$ cat src/hdl/ecdr_pkg.sv
// Shared widths, reset constants and record types for the event cooldown ring.
package ecdr_pkg;

	localparam int unsigned ID_W     = 32;
	localparam int unsigned KIND_W   = 2;
	localparam int unsigned STAMP_W  = 63;
	localparam int unsigned COOL_W   = 40;
	localparam int unsigned SLOT_W   = 6;

	localparam logic [COOL_W-1:0] COOLDOWN_RESET = 40'd70000000;

	typedef struct packed {
		logic [ID_W-1:0]   caller;
		logic [ID_W-1:0]   target;
		logic [KIND_W-1:0] kind;
	} key_t;

	typedef struct packed {
		key_t               key;
		logic [STAMP_W-1:0] stamp;
	} entry_t;

endpackage

$ cat src/hdl/ecdr_match.sv
// Compare of one stored entry against the incoming event and the cooldown window.
module ecdr_match import ecdr_pkg::*; (
	input  logic               ent_vld,
	input  entry_t             ent,
	input  key_t               key,
	input  logic [STAMP_W-1:0] now,
	input  logic [COOL_W-1:0]  cooldown,
	output logic               hit
);

	logic [STAMP_W-1:0] age;
	logic               occupied;
	logic               same_key;
	logic               not_future;

	assign age        = now - ent.stamp;
	assign occupied   = (ent.stamp != '0);
	assign same_key   = (ent.key == key);
	assign not_future = (now >= ent.stamp);
	assign hit = ent_vld && occupied && same_key && not_future &&
		(age < {{(STAMP_W-COOL_W){1'b0}}, cooldown});

endmodule

$ cat config.mk
export PLATFORM = sky130hd
export DESIGN_NAME = ecdr_match
export DESIGN_NICKNAME = d
export VERILOG_FILES = /design/src/hdl/ecdr_pkg.sv /design/src/hdl/ecdr_match.sv
export SDC_FILE = /design/constraint.sdc
export NUM_CORES = 1
export LEC_CHECK = 0
export BUFFER_PORTS_ARGS = -buffer_cell sky130_fd_sc_hd__buf_2
export CORE_MARGIN = 4
export CORE_UTILIZATION = 53
export DETAILED_ROUTE_END_ITERATION = 8
export PLACE_DENSITY = 0.91
export SETUP_SLACK_MARGIN = 0.5
export SLEW_MARGIN = 10
export SYNTH_ARGS = -nofsm -noshare
export SYNTH_HDL_FRONTEND = slang
export SYNTH_SLANG_ARGS = --single-unit
$ cat constraint.sdc
create_clock -name vclk -period 12.3
set_clock_uncertainty 0.2 [all_clocks]
set_input_delay 2.46 -clock vclk [all_inputs]
set_output_delay 2.46 -clock vclk [all_outputs]
set_load 0.01 [all_outputs]
# Word level (Yosys, flattened, before mapping)
# Index checks and enable logic that the tools add are counted.
# word_totals
regBits	0
input_bits	299
output_inout_bits	1
wordCells	9
# op_classes
addsub	1
magnitude_cmp	2
eq_ne	1
n_reduce_logical	5
# ops
op	n
== test 66 bit	1
greater-or-equal comparator 63 bit	1
< comparator 63 x 40 -> 1 bit	1
nonzero test 63 bit	1
subtractor 63 bit	1
logical AND 1 bit	4

# Logic depth before layout (Yosys ltp)
# logic_depth
ltp_word	5
depth_mapped	25
ltp_nobuf	25

# Worst setup path before layout
# No wires, ideal clock.
# synth_path
path_type	input -> output
from	in now[0]
to	out hit
t_arrival_ps	7456
slack_ps	2184
stages	25
cell_sequence	inv_1 > ha_1 > inv_1 > fa_1 > a21o_2 > a221o_1 > a21oi_4 > o21ai_2 > o21ai_0 > o21bai_1 > a21oi_1 > o21bai_1 > a21oi_1 > o21bai_1 > xor2_1 > ha_1 > a21oi_1 > o21ai_0 > a2111oi_0 > o2111ai_1 > nand4b_1 > or4_1 > nor4_1 > nand4_1 > a2111oi_1
# synth_between
elab_chain_len	3
# synth_rtl
item	line_no	text
from (decl)	ecdr_match.sv:6	input logic [STAMP_W-1:0] now,
subtractor 63 bit / greater-or-equal comparator 63 bit (equally long branches)	ecdr_match.sv:16, ecdr_match.sv:19	
< comparator 63 x 40 -> 1 bit / logical AND 1 bit (equally long branches)	ecdr_match.sv:21, ecdr_match.sv:20	
logical AND 1 bit (*)	ecdr_match.sv:20	assign hit = ent_vld && occupied && same_key && not_future &&
to (decl)	ecdr_match.sv:8	output logic hit
# Every way passes the cells marked *; elsewhere a longest branch is shown, timed or not.

# Final worst setup path
# Same ends and word-level chain as after synthesis.

==> flow_summary.toml <==
[die]
ios = 300
start_util_pct = 54.2
dieArea_mm2 = 0.0135
coreArea_mm2 = 0.0115
num_rows = 39
dieHeight_um = 116
dieWidth_um = 116

[grt]
antenna_found_initial = 4
grt_max_degree = 11
grt-ovfl-total = 0
grt_pass1_wl_mm = 36.9
first_global_vias = 7772
grt_use_total_pct = 33.7

[sta]
rsz0062_at_grt = "no"
setup_viol = 0
finalHoldWorstSlack_ns = 5.35
timing.final.crit_share_pct = 89.6
hold_viol = 0
min_period_ns = 11.02
fmax_ghz = 0.0907
drv_slew = 0
tns_ns = 0
relSlewSlack_pct = 44.5
tightest_slew_ns = 0.824

[logic_synthesis]
syn_inst = 946
syn_avg_cell_area_um2 = 6.57
synth_top_family_by_area = "compound AO/OA/AOI/OAI gates"
synth_compound_area_share_pct = 30.7
syn_nets = 1348
synthAdderAreaFrac_pct = 20.9
synth_xor_area_share_pct = 12.2
yosysSeqAreaShare_pct = 0
synthMuxAreaShare_pct = 0.806
synth-simple-area-share_pct = 23.7
synth-warning-count = 0
yosysUniqueCellTypes = 75
syn_area_mm2 = 0.00621

[clock_network]
postCtsSetupRepairBufs = 0
holdBufCountCts = 0
cts_resized = 0

[final_layout]
finalNetCount = 1616
regArea_um2 = 0
layoutNonFillerInstCount = 1359
fill_cells = 1089
syn_to_final_growth_pct = 24.3
multi_input_area_mm2 = 0.00549
seq_cell_count = 0
drive_above_1_share_pct = 26.4
clkbuf_count = 0

[route]
routed_wl_mm = 24.2
wl_met2_mm = 11.8
wire_per_inst_um = 17.8
drt-pass1-iter-count = 5
viasPerCell = 5.96
ant_nets = 0
route.vias.total = 8100
dr_wl_met3_mm = 2.10
drc = 0
wl_met1_mm = 9.09
drt_iter0_markers = 627
top_layer_used = "met4"

[critical_path]
worstPathMaxFanout = 5
slowest_stage = "or4_1"
path_buf_inv = 4
critical_path.max_stage_delay_ns = 0.50
cp.arrival_ns = 8.36
cp-end-kind = "primary output"
worstSetupStartpointType = "input port"
crit_required_ns = 9.64
critical_path.top_delay_family = "compound AO/OA/AOI/OAI gates"
crit_type = "input port to primary output"

[place]
place_inst = 1355
globalplace.congestion = 1.05
hpwl_mm = 21.6
numPortBuffers = 300

[power_and_ir_drop]
finalPower_w = 0.000391
p_leak_nw = 4.08
p_per_area_mw_per_mm2 = 50.6
ir_drop_mv = 0.0292

[worst_hold_path]
hp-class = "input port to primary output"

[outcome]
status = "completed"

[job]
max_cap_violations = 0
[metrics by stage]
step,instance area (µm²),util [%],worst slack (ns)
after global placement,7710,67.2,1.56
after global routing,7720,67.3,0.843
after CTS,7710,67.2,1.35
after floorplan,6210,-,2.18
final,7720,67.3,1.28
after detailed placement,7710,67.2,1.38
[metal layers]
metal / vias up / GRT usage [%]
met5: - / 0
met4: 0 / 15.5
met3: 75 / 4.82
met2: 440 / 61.3
met1: 3624 / 38.6
li1: 3961 / -
[cells in the final DEF, fill, tap and decap left out, types with 3 or more instances in the layout]
cell type and count:
nand2_1 83, nor4_1 26, diode_2 4, a21oi_4 3
a221oi_1 5, o21ai_0 53, a21oi_2 4, nor3_1 19
o211ai_1 5, nor2_1 51, a21o_1 19, o22ai_1 10
mux2i_1 5, nand4_1 44, xor2_1 33, o21bai_1 10
buf_2 300, a21oi_1 89, o21a_1 14, or4_1 5
nor2b_1 6, and3_1 8, a31oi_1 7, a221o_1 3
nand3b_1 4, and2_1 4, o311a_1 3, nand3_1 20
a211oi_1 6, inv_1 143, o221ai_1 4, o2bb2ai_1 7
o21ai_1 6, ha_1 102, and4_1 3, nand2b_1 6
xnor2_1 52, o2111ai_1 4
[path summary, 6_finish.rpt]
kind                  startpoint  end  slack [ns]  cells after the start
worst max-delay path      now[0]  hit        1.28                     27
worst min-delay path     now[54]  hit        5.35                      6
[logic make-up after synthesis]
family,Yosys count
mux,5
simple gates,289
xor+xnor,86
compound gates,286
fa+ha+maj,103
buf+inv,177
[cell usage after synthesis (7+ instances only)]
| library cell | instances | area [µm²] |
|---|---|---|
| nand4_1 | 44 | 275 |
| ha_1 | 102 | 1280 |
| o21ai_0 | 53 | 265 |
| a21o_1 | 19 | 143 |
| and3_1 | 8 | 50.1 |
| xor2_1 | 33 | 289 |
| o21bai_1 | 10 | 75.1 |
| a31oi_1 | 7 | 43.8 |
| clkbuf_1 | 18 | 67.6 |
| inv_1 | 143 | 537 |
| xnor2_1 | 52 | 455 |
| nand2_1 | 83 | 312 |
| o2bb2ai_1 | 7 | 61.3 |
| nor2_1 | 51 | 191 |
| buf_4 | 7 | 52.6 |
| o21a_1 | 14 | 105 |
| nor3_1 | 19 | 95.1 |
| nand3_1 | 20 | 100 |
| a21oi_1 | 89 | 445 |
| nor4_1 | 26 | 163 |
| o22ai_1 | 10 | 62.6 |
[worst min-delay path, delay by kind of cell]
| kind | cells | cell delay (ns) |
|---|---|---|
| adder cells (fa/ha/maj) | 1 | 0.17 |
| AND/OR/NAND/NOR | 1 | 0.09 |
| AO/OA/AOI/OAI | 2 | 0.16 |
| buffers and inverters | 2 | 0.21 |
[report_power, final]
part | switching (W) | total [W] | internal (W)
Sequential | 0 | 0 | 0
Combinational | 0.000221 | 0.000391 | 0.000169
Clock | 0 | 0.0000000000437 | 0.0000000000436
Total | 0.000221 | 0.000391 | 0.000169
[cell type report]
cell class | instances | share of cell area (%)
timing repair buffer | 300 | 19.5
tap | 143 | 2.32
multi-input combinational | 769 | 71.1
inverter | 143 | 6.96
antenna | 4 | 0.130
(Power assumes the default switching activity.)
