==> src/hdl/ecdr_ram.sv <==
// Generic simple dual-port RAM with one write port and a registered read port.
module ecdr_ram #(
	parameter int unsigned WIDTH = 8,
	parameter int unsigned DEPTH = 64
) (
	input  logic                     clk,
	input  logic                     we,
	input  logic [$clog2(DEPTH)-1:0] waddr,
	input  logic [WIDTH-1:0]         wdata,
	input  logic                     re,
	input  logic [$clog2(DEPTH)-1:0] raddr,
	output logic [WIDTH-1:0]         rdata
);

	logic [WIDTH-1:0] mem [DEPTH];

	always_ff @(posedge clk) begin
		if (we) begin
			mem[waddr] <= wdata;
		end
		if (re) begin
			rdata <= mem[raddr];
		end
	end

endmodule

==> config.mk <==
export PLATFORM = sky130hd
export DESIGN_NAME = ecdr_ram
export DESIGN_NICKNAME = d
export VERILOG_FILES = /design/src/hdl/ecdr_ram.sv
export SDC_FILE = /design/constraint.sdc
export NUM_CORES = 1
export LEC_CHECK = 0
export BUFFER_PORTS_ARGS = -buffer_cell sky130_fd_sc_hd__buf_2
export CAP_MARGIN = 20
export CORE_MARGIN = 2
export CORE_UTILIZATION = 42
export CTS_BUF_LIST = sky130_fd_sc_hd__clkbuf_2 sky130_fd_sc_hd__clkbuf_4 sky130_fd_sc_hd__clkbuf_8
export DETAILED_ROUTE_END_ITERATION = 6
export GPL_TIMING_DRIVEN = 0
export SETUP_SLACK_MARGIN = 0.15
export SLEW_MARGIN = 25
export SYNTH_ARGS = -nofsm -noshare
export SYNTH_HDL_FRONTEND = slang
export SYNTH_SLANG_ARGS = --single-unit
==> constraint.sdc <==
create_clock -name clk -period 2.65 [get_ports clk]
set_input_delay 0.1325 -clock clk [delete_from_list [all_inputs] [get_ports clk]]
set_output_delay 0.1325 -clock clk [all_outputs]
set_load 0.05 [all_outputs]
# Word-level counts from Yosys, hierarchy flattened
# Memories as Yosys holds them, arrays and structs flattened. A register that Yosys moved wholly into a read port is not among the register bits.
# Cells that the tools add are included.
[word_totals]
ff_bits = 0
ram_bits = 512
input_bits = 23
output_inout_bits = 8
elab_cells = 3
memories = 1
[mem_list]
columns = ["memory", "words", "width", "rd", "rd_ports_with_merged_regs", "wr", "line", "rtl"]
rows = [
  ["mem", 64, 8, 1, 1, 1, "15", "logic [WIDTH-1:0] mem [DEPTH];"],
]
[op_classes]
muxes = 2
[op_table]
columns = ["cell", "count"]
rows = [
  ["$mux W1", 2],
]

# Logic depth before layout (Yosys ltp)
# Gate-level depths: netlist of run 1.
[logic_depth]
depth_word = 2
mapped_depth = 9
ltp_nobuf = 5

# Worst setup path after synthesis of run 1
# No wires, ideal clock.
[synth_path]
kind = "input to register"
startpoint = "in raddr[1]"
endpoint = "reg rdata[3], read port of mem (data pin)"
setup_ns = 0.266
t_arrival_ns = 1.672
t_required_ns = 2.384
setup_slack_ns = 0.711
cell_stages = 7
path_buffers = 3
path_cell_list = "buf_4 > buf_2 > buf_2 > mux4_2 > mux4_2 > o21ai_1 > o41ai_1"
[synth_lines]
columns = ["item", "line", "rtl"]
rows = [
  ["start, declared", "11", "input logic [$clog2(DEPTH)-1:0] raddr,"],
  ["end, declared", "12", "output logic [WIDTH-1:0] rdata"],
]

==> impl_metrics.json, run 1 <==
{
  "grt_use_total": 0.1999,
  "drive_gt1_frac": 0.2820,
  "postCtsSetupBuffers": 0,
  "ys_seq_area_frac": 0.7712,
  "nets": 1072,
  "dieArea_um2": 49980,
  "port_buffers": 22,
  "synth_cells": 940,
  "ir_worst_vdd_uv": 278.9,
  "rsz0062_at_grt": "no",
  "p_leak_nw": 7.027,
  "cts_tree": "done",
  "max_cap_viol_count": 0,
  "total_power_mw": 16.40,
  "fin_hold_ws_ns": 0.05947,
  "rr_endpoint": "rdata[4]",
  "cts-resized-gates": 0,
  "gp_congestion": 0.8987,
  "status": "finished, final reports clean",
  "ys_ff_latch": 520,
  "ios": 31,
  "grt_pass1_wl_um": 70070,
  "finalCritPeriodShare": 0.9006,
  "hp-class": "input pin to register",
  "path_clk_slew_ns": 0.06,
  "cts_sinks": 520,
  "synth.largest_area_cell": "edfxtp_1",
  "dpl.hpwl_um": 30980,
  "r2r_cells": 5,
  "ys_warn_count": 0,
  "synth_top_area_share": 0.7712,
  "slew_headroom": 0.3249,
  "worstSetupPathType": "input pin to register",
  "setup_ws_ns": 0.2633,
  "min_delay_path_depth": 1,
  "via_count": 9950,
  "cp_max_fo": 10,
  "seq_area_um2": 15620,
  "htreeDepth": 3,
  "area_delta_synth_final_pct": 11.97,
  "fmax_mhz": 419.0,
  "yosysUniqueCellTypes": 39,
  "worstHoldStart": "wdata[3]",
  "cp.arrival_ns": 2.72,
  "syn_nets": 963,
  "ctsRootBufferMaster": "clkbuf_8",
  "worst_pin_slew_ns": 1.009,
  "syn_area_per_cell_um2": 21.54,
  "crit_required_ns": 2.99,
  "drtIter0Drc": 1226,
  "num-fill-cells": 3975,
  "drc": 0,
  "grt_max_degree": 65,
  "async_reset_ff_frac": 0,
  "antenna_found_initial": 4,
  "avgRoutedWirePerCell_um": 28.55,
  "r2r_setup_slack_ns": 0.34,
  "period_needed_ns": 2.387,
  "totalWireLength_um": 49130,
  "critPathLaunchType": "input pin",
  "start_util": 0.4249,
  "clkLatencyLatePin_ns": 0.64,
  "multiInputGateArea_um2": 4325,
  "first_pass_iters": 5,
  "cts_buffers": 84,
  "syn_area_um2": 20250,
  "fp-row-count": 80,
  "synth-main-ff-cell": "edfxtp_1",
  "synthTopCellsByArea": "edfxtp_1, mux4_2, nor2_1",
  "die-height_um": 223.6,
  "holdPathEnd": "mem[50][3]",
  "overflow": 0,
  "clock_skew_ns": 0.02018,
  "clockBufferDepth": 3,
  "hold_viol": 0,
  "die_w_um": 223.6,
  "avgViaCountPerCell": 5.782,
  "final_max_slew_viol_count": 0,
  "critPathCaptureType": "register",
  "final_util": 0.4758,
  "fin_setup_tns_ns": 0,
  "setup_viol": 0,
  "ant_nets": 0,
  "r2r_start": "mem[20][4]",
  "powerDensity_nw_per_um2": 723.6,
  "grt_pass1_vias": 10040,
  "pre_cts_ws_ns": -0.5441,
  "placeableCoreArea_um2": 47650,
  "synth_edf_count": 520
}
-- cells by family after synthesis --
logic type      synth area share
mux                       0.1588
buf+inv                  0.01563
simple gates             0.03374
flops                     0.7712
compound gates           0.02064
-- timing repair --
item	4_1_cts	5_1_grt
setup endpoints to repair	1	0
hold endpoints to repair	11	0
hold buffers	2	0
-- registers in the layout, indices dropped and copies added, names as in the netlist --
| signal | flops |
|---|---|
| rdata | 8 |
| mem | 512 |
-- how the worst max path moves through the flow --
stage	start	slack, ns	endpoint	cells past startpoint
finish	raddr[1]	0.26	rdata[3]	7
global placement	raddr[2]	-0.52	rdata[3]	7
global route	raddr[1]	0.20	rdata[4]	8
floorplan	raddr[1]	0.71	rdata[3]	7
detailed placement	raddr[2]	-0.54	rdata[3]	7
CTS	raddr[1]	0.31	rdata[4]	8
-- power breakdown --
group | internal (mW) | total, mW | switching, mW
combinational | 0.323 | 0.947 | 0.624
clock | 3.31 | 6.31 | 3.00
sequential | 9.13 | 9.14 | 0.0160
-- layout make-up --
cell class / count / share of cell area
tap: 615 / 0.03394
clock inverter: 31 / 0.005629
antenna: 3 / 0.0003311
buffer: 50 / 0.01380
sequential: 520 / 0.6888
clock buffer: 109 / 0.06010
multi-input combinational: 369 / 0.1908
timing repair buffer: 24 / 0.006623
-- cell usage after synthesis, types with 3 or more instances --
cell	count
edfxtp_1	520
mux4_2	126
nor2_1	83
mux2i_1	23
nand2_1	19
clkbuf_1	17
nor2b_1	14
buf_4	13
mux2_2	13
nand3_1	13
buf_2	11
o221ai_1	8
o22ai_1	8
nand2b_1	7
nor3_1	7
a221oi_1	6
a211oi_1	4
buf_1	4
buf_6	4
a21oi_1	3
a22oi_1	3
nand3b_1	3
o2111ai_1	3
o2bb2ai_1	3
-- layout by cell type (no fill, tap or decap), types with 3 or more instances in the layout --
cell       count
o2111ai_1      3
clkinv_2       6
a211oi_1       4
a22oi_1        3
buf_2         25
o22ai_1        8
clkbuf_1      16
o221ai_1       8
diode_2        3
mux2i_1       23
nand2b_1       7
nor3_1         5
buf_4         21
edfxtp_1     520
o2bb2ai_1      3
nand3_1       13
nand2_1       19
buf_1          4
nand3b_1       3
nor2_1        83
mux4_2       126
a221oi_1       6
clkbuf_4      22
nor2b_1       14
a21oi_1        3
buf_6          4
clkinv_1      24
clkbuf_8      87
mux2_2        13
-- critical path, cell delays in order --
cell and delay [ns]:
buf_4 0.18, buf_2 0.48, buf_4 0.35, buf_2 0.40, nand3b_1 0.29, o22ai_1 0.11, o41ai_1 0.75
-- through the flow --
step                cell area [um2]  cells
finish                        22670   1721
global route                  22660   1718
CTS                           22660   1718
detailed placement            21150   1577
global placement              21130   1577
floorplan                     20250    940
-- per-layer routing --
metal / vias up / wire length (um) / global-route usage
met5: - / 30 / 0
met4: 4 / 1249 / 0.07140
met3: 65 / 3746 / 0.04499
met2: 402 / 22880 / 0.3074
met1: 5313 / 21220 / 0.2832
li1: 4166 / - / -
(Power assumes the default switching activity.)
==> run 2, diff against run 1 <==
==> constraint.sdc (replaced) <==
create_clock -name clk -period 2.6 [get_ports clk]
set_input_delay 0.13 -clock clk [delete_from_list [all_inputs] [get_ports clk]]
set_output_delay 0.13 -clock clk [all_outputs]
set_load 0.05 [all_outputs]
==> impl_metrics.json, run 2 (synthesis gave the netlist of run 1 again) <==
{
  "worstHoldStart": "wdata[3]",
  "r2r_cells": 5,
  "avgRoutedWirePerCell_um": 28.58,
  "cp_max_fo": 10,
  "pre_cts_ws_ns": -0.5916,
  "max_cap_viol_count": 0,
  "stdcell_area_um2": 22680,
  "p_leak_nw": 7.036,
  "path_clk_slew_ns": 0.05,
  "ir_worst_vdd_uv": 283.4,
  "rr_endpoint": "rdata[4]",
  "r2r_setup_slack_ns": 0.29,
  "min_delay_path_depth": 1,
  "fmax_mhz": 417.8,
  "area_delta_synth_final_pct": 12.02,
  "first_pass_iters": 7,
  "nets": 1073,
  "grt_max_degree": 65,
  "crit_chain": "buf_4 -> buf_2 -> buf_1 -> nand2_1 -> o221ai_1 -> nor2_1 -> nor3_1 -> o32ai_1",
  "via_count": 9926,
  "period_needed_ns": 2.394,
  "largestRegisters": "mem: 512 flops, rdata: 8 flops",
  "hold_viol": 0,
  "cts_tree": "done",
  "dpl.hpwl_um": 30980,
  "status": "finished, final reports clean",
  "slew_headroom": 0.3121,
  "r2r_start": "mem[20][4]",
  "largest_reg_flops": 512,
  "start_util": 0.4249,
  "num-fill-cells": 3976,
  "setup_ws_ns": 0.2063,
  "holdPathEnd": "mem[50][3]",
  "dp.cells": 1577,
  "fin_setup_tns_ns": 0,
  "cp.arrival_ns": 2.73,
  "fin_hold_ws_ns": 0.06056,
  "antenna_found_initial": 4,
  "die-height_um": 223.6,
  "worstSetupPathType": "input pin to register",
  "critPathLaunchType": "input pin",
  "fp-row-count": 80,
  "finalCritPeriodShare": 0.9207,
  "clockBufferDepth": 3,
  "die_w_um": 223.6,
  "setup_viol": 0,
  "placeableCoreArea_um2": 47650,
  "worst_pin_slew_ns": 1.032,
  "drc": 0,
  "htreeDepth": 3,
  "drtIter0Drc": 1241,
  "place_area_um2": 21150,
  "hp-class": "input pin to register",
  "final_cells": 1721,
  "clock_skew_ns": 0.01879,
  "ctsRootBufferMaster": "clkbuf_8",
  "critPathLaunch": "raddr[1]",
  "powerDensity_nw_per_um2": 737.7,
  "port_buffers": 22,
  "rsz0062_at_grt": "no",
  "ios": 31,
  "cts_buffers": 84,
  "grt_use_total": 0.2005,
  "dieArea_um2": 49980,
  "top_register": "mem",
  "drive_gt1_frac": 0.2835,
  "ant_nets": 0,
  "gp_congestion": 0.8987,
  "crit_slowest_cell": "buf_1",
  "totalWireLength_um": 49180,
  "avgViaCountPerCell": 5.768,
  "grt_pass1_vias": 10050,
  "clkLatencyLatePin_ns": 0.64,
  "critPathCaptureType": "register",
  "mostFrequentLayoutCell": "edfxtp_1",
  "overflow": 0,
  "crit_required_ns": 2.93,
  "grt_pass1_wl_um": 70240,
  "layout_common_cells": "edfxtp_1, mux4_2, clkbuf_8",
  "cp_slowest_stage_delay_ns": 0.81,
  "final_max_slew_viol_count": 0,
  "cts_sinks": 520
}
-- run 2: changes by cell type in the layout (fill, tap and decap cells not counted) --
cell,before,now
o41ai_2,0,1
o41ai_1,2,1
clkbuf_2,0,1
diode_2,3,2
-- run 2: layout make-up --
type | count | area [um2] | share of cell area
diodes | 2 | 5.005 | 0.0002207
plain buffers | 51 | 317.8 | 0.01401
clock buffers | 109 | 1363 | 0.06008
clock inverters | 31 | 127.6 | 0.005627
multi-input cells | 369 | 4333 | 0.1910
flip-flops and latches | 520 | 15620 | 0.6885
well taps | 615 | 769.5 | 0.03393
repair buffers | 24 | 150.1 | 0.006620
-- run 2: repair_timing --
item / 4_1_cts / 5_1_grt
endpoints found under the hold margin: 11 / 0
gates resized for setup: 1 / 1
hold buffers: 2 / 0
setup buffers: 0 / 0
setup endpoints to repair: 1 / 1
-- run 2: power breakdown --
part | switching, mW | leakage (nW) | internal [mW]
logic | 0.638 | 1.56 | 0.330
clock network | 3.07 | 0.788 | 3.38
registers | 0.0162 | 4.69 | 9.30
-- run 2: how the worst max path moves through the flow --
stage / end / slack [ns] / depth (start not counted)
3_5_place_dp: rdata[3] / -0.59 / 7
3_3_place_gp: rdata[3] / -0.57 / 7
4_1_cts: rdata[4] / 0.26 / 8
2_1_floorplan: rdata[3] / 0.66 / 7
5_1_grt: rdata[4] / 0.15 / 8
6_report: rdata[4] / 0.21 / 8
-- run 2: stage by stage --
| stage | utilization | total power, mW |
|---|---|---|
| after floorplan | - | 10.02 |
| after detailed placement | 0.4439 | 10.46 |
| after global routing | 0.4759 | 17.25 |
| after global placement | 0.4434 | 10.44 |
| after CTS | 0.4757 | 16.83 |
| final | 0.4760 | 16.73 |
-- run 2: critical path: cells and delay by family --
| family | cells | cell delay (ns) |
|---|---|---|
| AND/OR/NAND/NOR | 3 | 0.69 |
| buffers and inverters | 3 | 1.37 |
| AO/OA/AOI/OAI | 2 | 0.51 |
-- run 2: metal layers --
| metal | vias up | global-route usage | wire length (um) |
|---|---|---|---|
| met4 | 4 | 0.07312 | 1327 |
| li1 | 4165 | - | - |
| met2 | 394 | 0.3095 | 22930 |
| met3 | 72 | 0.04774 | 3672 |
| met5 | - | 0 | 30 |
| met1 | 5291 | 0.2807 | 21220 |
